<file path="config.mk">
export PLATFORM = sky130hd
export DESIGN_NAME = min_heap_priority_queue_flat
export DESIGN_NICKNAME = d
export VERILOG_FILES = /design/src/rtl/mhpq_pkg.sv /design/src/rtl/mhpq_if.sv /design/src/rtl/mhpq_ram.sv /design/src/rtl/min_heap_priority_queue.sv /design/src/flat_wrapper.sv
export SDC_FILE = /design/constraint.sdc
export NUM_CORES = 2
export LEC_CHECK = 0
export ABC_AREA = 0
export BUFFER_PORTS_ARGS = -buffer_cell sky130_fd_sc_hd__buf_2
export CELL_PAD_IN_SITES_DETAIL_PLACEMENT = 1
export CELL_PAD_IN_SITES_GLOBAL_PLACEMENT = 1
export CORE_MARGIN = 5
export CORE_UTILIZATION = 52
export DETAILED_ROUTE_END_ITERATION = 12
export PLACE_DENSITY_LB_ADDON = 0.1
export SYNTH_ARGS = -nofsm -noshare
export SYNTH_HDL_FRONTEND = slang
export SYNTH_SLANG_ARGS = --single-unit
export TNS_END_PERCENT = 1
</file>
<file path="constraint.sdc">
create_clock -name i_clk -period 8.55 [get_ports i_clk]
set_input_delay 0.855 -clock i_clk [delete_from_list [all_inputs] [get_ports i_clk]]
set_output_delay 0.855 -clock i_clk [all_outputs]
set_load 0.02 [all_outputs]
</file>
<file path="src/rtl/mhpq_pkg.sv">
// shared types and constants of the min-heap priority queue
// no dependencies; compile first
package mhpq_pkg;

    // field widths
    localparam int KEY_W          = 32;
    localparam int TAG_W          = 8;
    localparam int OCC_W          = 6;

    // default heap size
    localparam int HEAP_DEPTH_DEF = 32;

    // action codes
    localparam logic ACT_INSERT   = 1'b0;
    localparam logic ACT_EXTRACT  = 1'b1;

    // one heap slot
    typedef struct packed {
        logic [KEY_W-1:0] key;
        logic [TAG_W-1:0] tag;
    } t_entry;

endpackage

</file>
<file path="src/rtl/mhpq_if.sv">
// request and response channel interfaces of the min-heap priority queue
// depends on mhpq_pkg

// request channel: one operation per transaction
interface mhpq_in_if;
    import mhpq_pkg::*;

    logic             valid;
    logic             ready;
    logic             action;
    logic [KEY_W-1:0] entry_key;
    logic [TAG_W-1:0] entry_tag;

    modport source (output valid, action, entry_key, entry_tag, input ready);
    modport sink   (input valid, action, entry_key, entry_tag, output ready);
endinterface

// response channel: one result per request
interface mhpq_out_if;
    import mhpq_pkg::*;

    logic             valid;
    logic             ready;
    logic             out_valid;
    logic [KEY_W-1:0] out_key;
    logic [TAG_W-1:0] out_tag;
    logic             dropped;
    logic [OCC_W-1:0] occupancy;

    modport source (output valid, out_valid, out_key, out_tag, dropped, occupancy,
                    input ready);
    modport sink   (input valid, out_valid, out_key, out_tag, dropped, occupancy,
                    output ready);
endinterface

</file>
<file path="src/rtl/mhpq_ram.sv">
// generic ram: one write port, two registered read ports
// no dependencies
module mhpq_ram #(
    parameter int WIDTH = 8,
    parameter int DEPTH = 32
) (
    input  logic                     i_clk,
    input  logic                     i_we,
    input  logic [$clog2(DEPTH)-1:0] i_waddr,
    input  logic [WIDTH-1:0]         i_wdata,
    input  logic [$clog2(DEPTH)-1:0] i_raddr_a,
    output logic [WIDTH-1:0]         o_rdata_a,
    input  logic [$clog2(DEPTH)-1:0] i_raddr_b,
    output logic [WIDTH-1:0]         o_rdata_b
);

    logic [WIDTH-1:0] r_mem [DEPTH];
    logic [WIDTH-1:0] r_rdata_a;
    logic [WIDTH-1:0] r_rdata_b;

    // write and registered reads
    always_ff @(posedge i_clk) begin
        if (i_we) begin
            r_mem[i_waddr] <= i_wdata;
        end
        r_rdata_a <= r_mem[i_raddr_a];
        r_rdata_b <= r_mem[i_raddr_b];
    end

    assign o_rdata_a = r_rdata_a;
    assign o_rdata_b = r_rdata_b;

endmodule

</file>
<file path="src/rtl/min_heap_priority_queue.sv">
// min-heap priority queue: top level with sift sequencer and result register
// depends on mhpq_pkg, mhpq_if, mhpq_ram
//
//  port   dir  transaction     payload
//  i_in   in   valid & ready   action, entry_key, entry_tag
//  o_out  out  valid & ready   out_valid, out_key, out_tag, dropped, occupancy
//
// one operation at a time; one key compare per heap level, each made on data
// from the registered read of the slot ram
// insert: sifts up from the new last slot while its key is below the parent key
// extract: returns the root and sifts the last slot down while a child key is smaller
// dropped inserts (heap full) and empty extracts go straight to the result
// synchronous active-low reset clears the entry count and control; slots need no clear
// a result waits in the output register while the next request is accepted
module min_heap_priority_queue #(
    parameter int HEAP_DEPTH = mhpq_pkg::HEAP_DEPTH_DEF
) (
    input  logic     i_clk,
    input  logic     i_rst_n,
    mhpq_in_if.sink  i_in,
    mhpq_out_if.source o_out
);
    import mhpq_pkg::*;

    localparam int AW = (HEAP_DEPTH > 1) ? $clog2(HEAP_DEPTH) : 1;
    localparam int CW = $clog2(HEAP_DEPTH + 1);
    localparam int LW = AW + 2;

    localparam logic [2:0] S_IDLE    = 3'd0;
    localparam logic [2:0] S_UP_RD   = 3'd1;
    localparam logic [2:0] S_UP_CMP  = 3'd2;
    localparam logic [2:0] S_DN_ROOT = 3'd3;
    localparam logic [2:0] S_DN_RD   = 3'd4;
    localparam logic [2:0] S_DN_CMP  = 3'd5;
    localparam logic [2:0] S_FIN     = 3'd6;

    logic [2:0]       r_state, n_state;
    logic [CW-1:0]    r_count, n_count;
    logic [AW-1:0]    r_pos, n_pos;
    t_entry           r_item, n_item;
    logic             r_res_valid, n_res_valid;
    t_entry           r_res, n_res;
    logic             r_res_drop, n_res_drop;
    logic             r_out_full, n_out_full;
    logic             r_out_valid, n_out_valid;
    t_entry           r_out, n_out;
    logic             r_out_drop, n_out_drop;
    logic [OCC_W-1:0] r_out_occ, n_out_occ;

    logic             w_we;
    logic [AW-1:0]    w_waddr;
    t_entry           w_wdata;
    logic [AW-1:0]    w_raddr_a;
    logic [AW-1:0]    w_raddr_b;
    t_entry           w_rdata_a;
    t_entry           w_rdata_b;

    logic             w_in_acc;
    logic [AW-1:0]    w_parent;
    logic [LW-1:0]    w_lc;
    logic [LW-1:0]    w_rc;
    logic [LW-1:0]    w_count_l;
    logic             w_take_l;
    logic             w_take_r;
    logic [KEY_W-1:0] w_best_key;

    // slot storage
    mhpq_ram #(
        .WIDTH ($bits(t_entry)),
        .DEPTH (HEAP_DEPTH)
    ) u_slots (
        .i_clk     (i_clk),
        .i_we      (w_we),
        .i_waddr   (w_waddr),
        .i_wdata   (w_wdata),
        .i_raddr_a (w_raddr_a),
        .o_rdata_a (w_rdata_a),
        .i_raddr_b (w_raddr_b),
        .o_rdata_b (w_rdata_b)
    );

    assign i_in.ready = (r_state == S_IDLE);
    assign w_in_acc   = i_in.valid && i_in.ready;

    // heap index arithmetic
    assign w_parent  = AW'((r_pos - AW'(1)) >> 1);
    assign w_lc      = {1'b0, r_pos, 1'b1};
    assign w_rc      = LW'(w_lc + LW'(1));
    assign w_count_l = LW'(r_count);

    // child selection; left child wins a tie
    always_comb begin
        w_take_l   = 1'b0;
        w_take_r   = 1'b0;
        w_best_key = r_item.key;
        if (w_rdata_a.key < r_item.key) begin
            w_take_l   = 1'b1;
            w_best_key = w_rdata_a.key;
        end
        if ((w_rc < w_count_l) && (w_rdata_b.key < w_best_key)) begin
            w_take_l = 1'b0;
            w_take_r = 1'b1;
        end
    end

    // sift sequencer
    always_comb begin
        n_state     = r_state;
        n_count     = r_count;
        n_pos       = r_pos;
        n_item      = r_item;
        n_res_valid = r_res_valid;
        n_res       = r_res;
        n_res_drop  = r_res_drop;
        n_out_full  = r_out_full && !o_out.ready;
        n_out_valid = r_out_valid;
        n_out       = r_out;
        n_out_drop  = r_out_drop;
        n_out_occ   = r_out_occ;
        w_we        = 1'b0;
        w_waddr     = r_pos;
        w_wdata     = r_item;
        w_raddr_a   = w_parent;
        w_raddr_b   = AW'(r_count);

        case (r_state)
            S_IDLE: begin
                if (w_in_acc) begin
                    n_res_valid = 1'b0;
                    n_res       = '0;
                    n_res_drop  = 1'b0;
                    n_item      = '{key: i_in.entry_key, tag: i_in.entry_tag};
                    if (i_in.action == ACT_INSERT) begin
                        if (r_count == CW'(HEAP_DEPTH)) begin
                            n_res_drop = 1'b1;
                            n_state    = S_FIN;
                        end else begin
                            n_pos   = AW'(r_count);
                            n_count = CW'(r_count + CW'(1));
                            n_state = S_UP_RD;
                        end
                    end else begin
                        if (r_count == '0) begin
                            n_state = S_FIN;
                        end else begin
                            // fetch root and last slot
                            w_raddr_a = '0;
                            w_raddr_b = AW'(r_count - CW'(1));
                            n_count   = CW'(r_count - CW'(1));
                            n_state   = S_DN_ROOT;
                        end
                    end
                end
            end
            S_UP_RD: begin
                if (r_pos == '0) begin
                    w_we    = 1'b1;
                    n_state = S_FIN;
                end else begin
                    w_raddr_a = w_parent;
                    n_state   = S_UP_CMP;
                end
            end
            S_UP_CMP: begin
                w_we = 1'b1;
                if (r_item.key < w_rdata_a.key) begin
                    // parent moves down into the hole
                    w_wdata = w_rdata_a;
                    n_pos   = w_parent;
                    n_state = S_UP_RD;
                end else begin
                    n_state = S_FIN;
                end
            end
            S_DN_ROOT: begin
                n_res_valid = 1'b1;
                n_res       = w_rdata_a;
                n_item      = w_rdata_b;
                n_pos       = '0;
                n_state     = S_DN_RD;
            end
            S_DN_RD: begin
                if (w_lc < w_count_l) begin
                    w_raddr_a = AW'(w_lc);
                    w_raddr_b = AW'(w_rc);
                    n_state   = S_DN_CMP;
                end else begin
                    w_we    = 1'b1;
                    n_state = S_FIN;
                end
            end
            S_DN_CMP: begin
                w_we = 1'b1;
                if (w_take_l) begin
                    w_wdata = w_rdata_a;
                    n_pos   = AW'(w_lc);
                    n_state = S_DN_RD;
                end else if (w_take_r) begin
                    w_wdata = w_rdata_b;
                    n_pos   = AW'(w_rc);
                    n_state = S_DN_RD;
                end else begin
                    n_state = S_FIN;
                end
            end
            S_FIN: begin
                // hand the result to the output register when it is free
                if (!r_out_full || o_out.ready) begin
                    n_out_full  = 1'b1;
                    n_out_valid = r_res_valid;
                    n_out       = r_res;
                    n_out_drop  = r_res_drop;
                    n_out_occ   = OCC_W'(r_count);
                    n_state     = S_IDLE;
                end
            end
            default: begin
                n_state = S_IDLE;
            end
        endcase
    end

    // control registers
    always_ff @(posedge i_clk) begin
        if (!i_rst_n) begin
            r_state    <= S_IDLE;
            r_count    <= '0;
            r_out_full <= 1'b0;
        end else begin
            r_state    <= n_state;
            r_count    <= n_count;
            r_out_full <= n_out_full;
        end
    end

    // payload registers
    always_ff @(posedge i_clk) begin
        r_pos       <= n_pos;
        r_item      <= n_item;
        r_res_valid <= n_res_valid;
        r_res       <= n_res;
        r_res_drop  <= n_res_drop;
        r_out_valid <= n_out_valid;
        r_out       <= n_out;
        r_out_drop  <= n_out_drop;
        r_out_occ   <= n_out_occ;
    end

    // response channel
    assign o_out.valid     = r_out_full;
    assign o_out.out_valid = r_out_valid;
    assign o_out.out_key   = r_out.key;
    assign o_out.out_tag   = r_out.tag;
    assign o_out.dropped   = r_out_drop;
    assign o_out.occupancy = r_out_occ;

endmodule
</file>
<file path="src/flat_wrapper.sv">
// flat-port wrapper written by rule: the top's interface ports become plain ports
module min_heap_priority_queue_flat import mhpq_pkg::*;
#(
    parameter int HEAP_DEPTH = mhpq_pkg::HEAP_DEPTH_DEF
)
  (i_clk, i_rst_n, i_in_valid, i_in_action, i_in_entry_key, i_in_entry_tag, i_in_ready, o_out_valid, o_out_out_valid, o_out_out_key, o_out_out_tag, o_out_dropped, o_out_occupancy, o_out_ready);
  mhpq_in_if i_in_i ();
  mhpq_out_if o_out_i ();
  input  logic i_clk;
  input  logic i_rst_n;
  input wire logic [$bits(i_in_i.valid)-1:0] i_in_valid;
  input wire logic [$bits(i_in_i.action)-1:0] i_in_action;
  input wire logic [$bits(i_in_i.entry_key)-1:0] i_in_entry_key;
  input wire logic [$bits(i_in_i.entry_tag)-1:0] i_in_entry_tag;
  output wire logic [$bits(i_in_i.ready)-1:0] i_in_ready;
  output wire logic [$bits(o_out_i.valid)-1:0] o_out_valid;
  output wire logic [$bits(o_out_i.out_valid)-1:0] o_out_out_valid;
  output wire logic [$bits(o_out_i.out_key)-1:0] o_out_out_key;
  output wire logic [$bits(o_out_i.out_tag)-1:0] o_out_out_tag;
  output wire logic [$bits(o_out_i.dropped)-1:0] o_out_dropped;
  output wire logic [$bits(o_out_i.occupancy)-1:0] o_out_occupancy;
  input wire logic [$bits(o_out_i.ready)-1:0] o_out_ready;
  assign i_in_i.valid = i_in_valid;
  assign i_in_i.action = i_in_action;
  assign i_in_i.entry_key = i_in_entry_key;
  assign i_in_i.entry_tag = i_in_entry_tag;
  assign i_in_ready = i_in_i.ready;
  assign o_out_valid = o_out_i.valid;
  assign o_out_out_valid = o_out_i.out_valid;
  assign o_out_out_key = o_out_i.out_key;
  assign o_out_out_tag = o_out_i.out_tag;
  assign o_out_dropped = o_out_i.dropped;
  assign o_out_occupancy = o_out_i.occupancy;
  assign o_out_i.ready = o_out_ready;
  min_heap_priority_queue #(.HEAP_DEPTH(HEAP_DEPTH)) u_core (.i_clk(i_clk), .i_rst_n(i_rst_n), .i_in(i_in_i), .o_out(o_out_i));
endmodule
</file>
* Word-level counts from Yosys, hierarchy flattened
Memories as Yosys holds them, arrays and structs flattened. A register that Yosys moved wholly into a read port is not among the register bits. Index checks and enable logic that the tools add are counted.
Word-level totals: bits in registers 145, memory bits (writable) 1280, input bits 45, output and inout port bits 50, memories kept 1
Memory list:
- u_core.u_slots.r_mem | words 32, width 40, rd ports 2, clocked after Yosys merged registers in 2, write ports 1, line mhpq_ram.sv:17 | logic [WIDTH-1:0] r_mem [DEPTH];
Cells by class: add/subtract/negate cells 4, $lt $le $gt $ge 5, eq/ne operators 15, multiplexer cells 53, reduce and logical (&&, ||, !) cells 18
Operators by type and width (number):
- case mux 40 bit (2 select lines) | 3
- two-way mux 40 bit | 5
- less-than comparator 32 bit | 3
- two-way mux 5 bit | 13
- two-way mux 32 bit | 1
- two-way mux 3 bit | 8
- case mux 3 bit (7 select lines) | 1
- case mux 5 bit (2 select lines) | 2
- case mux 5 bit (4 select lines) | 1
- two-way mux 6 bit | 3
- two-way mux 1 bit | 11
- inequality test 2 bit, second input constant | 5
- == test 3 bit, second input constant | 3
- AND reduction 2 bit | 4
- adder 6 x 1 -> 7 bit, second input constant | 1
- less-than comparator 7 x 6 -> 1 bit | 1
- adder 6 x 1 -> 6 bit, second input constant | 1
- == test 3 x 2 -> 1 bit, second input constant | 2
- == test 6 bit, second input constant | 1
- logical NOT 6 bit | 1
- less-than comparator 6 bit | 1
- AND reduction 6 bit | 1
- subtractor 6 x 1 -> 6 bit, second input constant | 1
- logical NOT 5 bit | 1
- other kinds (16) | 21

* Longest topological paths before layout
depth after elaboration 8, gate-level depth with buffers 24, mapped depth without buffers 19

* By module
A second synthesis with hierarchy kept.
Second synthesis, totals: cell total of the unflattened synthesis 5252, area total of the unflattened synthesis 71937.7 um^2
Modules (own cells, without submodules):
- mhpq_ram | instances 1, cells each 4300, area an instance 62467.4 um^2, seq. area each 40038.4 um^2
- min_heap_priority_queue | instances 1, cells each 952, area an instance 9470.3 um^2, seq. area each 4254.1 um^2

* Least setup slack after synthesis
OpenSTA, ideal clock, no wires.
path type register -> register, from reg u_core.r_item[25] (netlist name), to mem u_core.u_slots.r_mem[0][0] (netlist name) (data pin), arrival time 6465 ps, path slack 1631 ps, stages on the path, launching flop included 23, period minus slack after synthesis 6919 ps, path through edfxtp_1 > ha_1 > a21oi_1 > o21ai_0 > a221o_1 > or3_1 > or2_2 > clkbuf_1 > o21ai_1 > buf_2 > mux2i_1 > ha_1 > a21o_1 > a21oi_1 > a21oi_1 > a2111oi_0 > nor4_1 > a2111o_1 > or2_0 > clkbuf_1 > clkbuf_1 > mux2i_1 > o21ai_0
Between the ends: word-level cells in the longest chain between the ends 8, elaborated cells between the ends (all ways) 12
Ends and longest elaborated chain:
- start: declaration | line min_heap_priority_queue.sv:40 | t_entry r_item, n_item;
- start signal: assignment | line min_heap_priority_queue.sv:239 | r_item <= n_item;
- less-than comparator 32 bit | line min_heap_priority_queue.sv:96 | if (w_rdata_a.key < r_item.key) begin
- two-way mux 32 bit | line min_heap_priority_queue.sv:96
- less-than comparator 32 bit | line min_heap_priority_queue.sv:100 | if ((w_rc < w_count_l) && (w_rdata_b.key < w_best_key)) begin
- logical AND 1 bit | line min_heap_priority_queue.sv:100
- two-way mux 1 bit | line min_heap_priority_queue.sv:100
- two-way mux 40 bit | line min_heap_priority_queue.sv:198 | end else if (w_take_r) begin
- two-way mux 40 bit | line min_heap_priority_queue.sv:194 | if (w_take_l) begin
- case mux 40 bit (2 select lines) (*) | line min_heap_priority_queue.sv:126 | case (r_state)
- net u_core.u_slots.i_wdata[0] | line mhpq_ram.sv:10 | input logic [WIDTH-1:0] i_wdata,
- end: declaration | line mhpq_ram.sv:17
Mark *: on every way through the listed nets, which the timed path passes. The rest lies on a longest branch.

* Final worst setup path
from reg u_core.r_item[39] (netlist name), to mem u_core.u_slots.r_mem[21][3] (netlist name) (data pin)
Same word-level chain as after synthesis.

==> flow_metrics.tcl <==
set metrics [dict create \
    finalSetupTns_ps 0 \
    drc 0 \
    ctsResizeCount 0 \
    clock_latency_ps 820 \
    drive_gt1_frac 0.0972 \
    grt_max_degree 145 \
    worst_path_max_delay_cell "a221o_1" \
    drt_iter0_drc 9150 \
    cp.required_ps 8990 \
    fin_crit_sh 0.920 \
    ioPinCount 95 \
    synth_area_sq_um 71700 \
    worstPathCellList "ha_1 -> nand4_1 -> nor3_1 -> nand2_1 -> o21ai_4 -> buf_4 -> mux2i_1 -> ha_1 -> nand4_1 -> nor4_1 -> buf_4 -> nand2_1 -> nor4_1 -> and4_2 -> or2_2 -> buf_4 -> a31o_1 -> a221o_1" \
    hold_class "input port to flop" \
    synth_nets 6482 \
    r2r_slack_ps 690 \
    synth_area_leaders "edfxtp_1 59%, nand2_1 9.2%, mux2i_1 3.9%" \
    core_sq_um 137000 \
    grt_use_total 0.388 \
    cts_sinks 1505 \
    gp_congestion 0.888 \
    cp-start-kind "flop" \
    clockRootBuffer "clkbuf_16" \
    yosysMostFrequentCell "nand2_1" \
    place_hpwl_mm 157 \
    worstMarginPinSlew_ps 1480 \
    cp_data_arrival_time_ps 8310 \
    hold_violations 0 \
    maxCapViolCount 1 \
    ys_async_sr_fraction 0 \
    initial_core_util 0.522 \
    cp_max_fo 32 \
    skew_ps 33.2 \
    outcome "complete, but fails checks" \
    end_kind "flop" \
    setup_viol 0 \
    post_dp_cell_area_sq_um 74100 \
    ant_nets 0 \
    vias_per_cell 7.22 \
    die_x_microns 381 \
    holdPathStages 2 \
    fin_crit_ps 7860 \
    synth_edf_count 1415 \
    slew_headroom 0.0112 \
    synth_seq_cells 1505 \
    holdBufCountCts 0 \
    ys_types 77 \
    fin_util 0.577 \
    grt_pass1_vias 58900 \
    hold_ws_ps 386 \
    synth-warning-count 0 \
    max_freq_ghz 0.127 \
    cpMostUsedCell "buf_4" \
    drt-total-wl_mm 290 \
    synth-main-ff-cell "edfxtp_1" \
    wl_per_cell_microns 35.5 \
    numCtsBuffers 160 \
    crit_type "flop to flop" \
    grt_pass1_wl_mm 412 \
    clkTransAtPathRegs_ps 60 \
    antenna_found_initial 15 \
    postCtsSetupBuffers 0 \
    synth.avg_cell_area_sq_um 11.3 \
    area_delta_synth_final_pct 10.5 \
    htree_num_levels 4 \
    synthCells 6357 \
    synth_top_area_cell "edfxtp_1" \
    rsz0062_at_grt "false" \
    synthTopCellsByCount "1,763 x nand2_1, 1,415 x edfxtp_1, 382 x nand3_1" \
    maxSlewViolCount 0 \
    place.port_buffers 94 \
    dr.pass1.iters 6 \
    fp.dieH_microns 381 \
    rows 136 \
    grt.overflow.total 0 \
    die-area_sq_um 145000 \
    violations "capacitance limit" \
    cts_tree "yes" \
    yosysTopAreaCellShare 0.592 \
    final_nets 6365 \
    rr_worst_depth 18 \
    crit_path_max_incr_delay_ps 900 \
    yosysSeqAreaShare 0.618 \
    vias 59000 \
    final_cell_area_sq_um 79200 \
    ctsLongestPathBuffers 3 \
]
## flip-flops by register name, indices dropped and copies added, names as in the netlist
name,flops
u_core.r_state,3
u_core.o_out.occupancy,6
u_core.r_count,6
u_core.r_res,40
u_core.o_out.valid,1
u_core.u_slots.r_mem,1280
u_core.u_slots.o_rdata_a,40
u_core.r_pos,5
u_core.o_out.out_tag,8
u_core.r_item,40
u_core.u_slots.o_rdata_b,40
u_core.o_out.out_key,32
u_core.r_res_valid,1
u_core.o_out.out_valid,1
u_core.r_res_drop,1
u_core.o_out.dropped,1
## worst max-delay path: cells and delay by family (launching register included)
family | cells | cell delay (ps)
compound gates | 3 | 1970
flops | 1 | 440
buf+inv | 3 | 1140
mux | 1 | 340
simple gates | 9 | 2990
fa+ha+maj | 2 | 540
## layout by cell type (no fill, tap or decap), drive strengths merged, types with 49 or more instances in the layout
cell,synthesis,layout
o21ai,66,66
a2111oi,82,82
a21oi,225,225
clkinv,1,49
edfxtp,1415,1415
mux2i,278,278
a22oi,49,49
a211oi,159,159
nand2,1764,1764
nand3,382,382
buf,193,239
nor3,80,80
dfxtp,90,90
inv,49,56
and3,174,174
ha,80,80
a311oi,80,80
clkbuf,325,227
a31oi,247,247
a32oi,160,160
nor2,128,128
## per-layer routing
layer	GRT usage	up-vias	share of wire
li1	-	23800	-
met1	0.535	30000	0.38
met2	0.580	4376	0.43
met3	0.0951	900	0.13
met4	0.186	2	0.053
met5	0	-	0.000041
## final cells by class
type	instances	area [sq um]
Antenna cell	5	12.5
Clock buffer	227	4460
Clock inverter	72	677
Fill cell	14000	58100
Inverter	50	188
Multi-Input combinational cell	4284	25500
Sequential cell	1505	44300
Tap cell	1794	2240
Timing Repair Buffer	239	1850
## final timing paths
kind                startpoint                           to
max reg2reg  u_core.r_item[39]  u_core.u_slots.r_mem[21][3]
min reg2reg   u_core.r_res[18]     u_core.o_out.out_key[10]
min                    i_rst_n            u_core.r_state[0]
max          u_core.r_item[39]  u_core.u_slots.r_mem[21][3]
## kinds of logic after synthesis
family                   count (synthesis)  share of synthesized area
AND/OR/NAND/NOR                       2629                      0.156
flip-flops                            1505                      0.618
AO/OA/AOI/OAI                         1240                      0.125
buffers and inverters                  568                     0.0339
multiplexers                           323                     0.0523
adder cells (fa/ha/maj)                 80                     0.0140
XOR/XNOR                                12                    0.00147
## stage by stage
| step | worst slack (ps) | cells |
|---|---|---|
| after CTS | 835 | 8171 |
| after global routing | 408 | 8171 |
| after detailed placement | 838 | 7872 |
| after global placement | 945 | 7872 |
| after floorplan | 1630 | 6357 |
| final | 688 | 8176 |
Power is left out: the tool's default activity adds up to more than one toggle a clock period on the data nets, which glitch-free logic cannot reach.
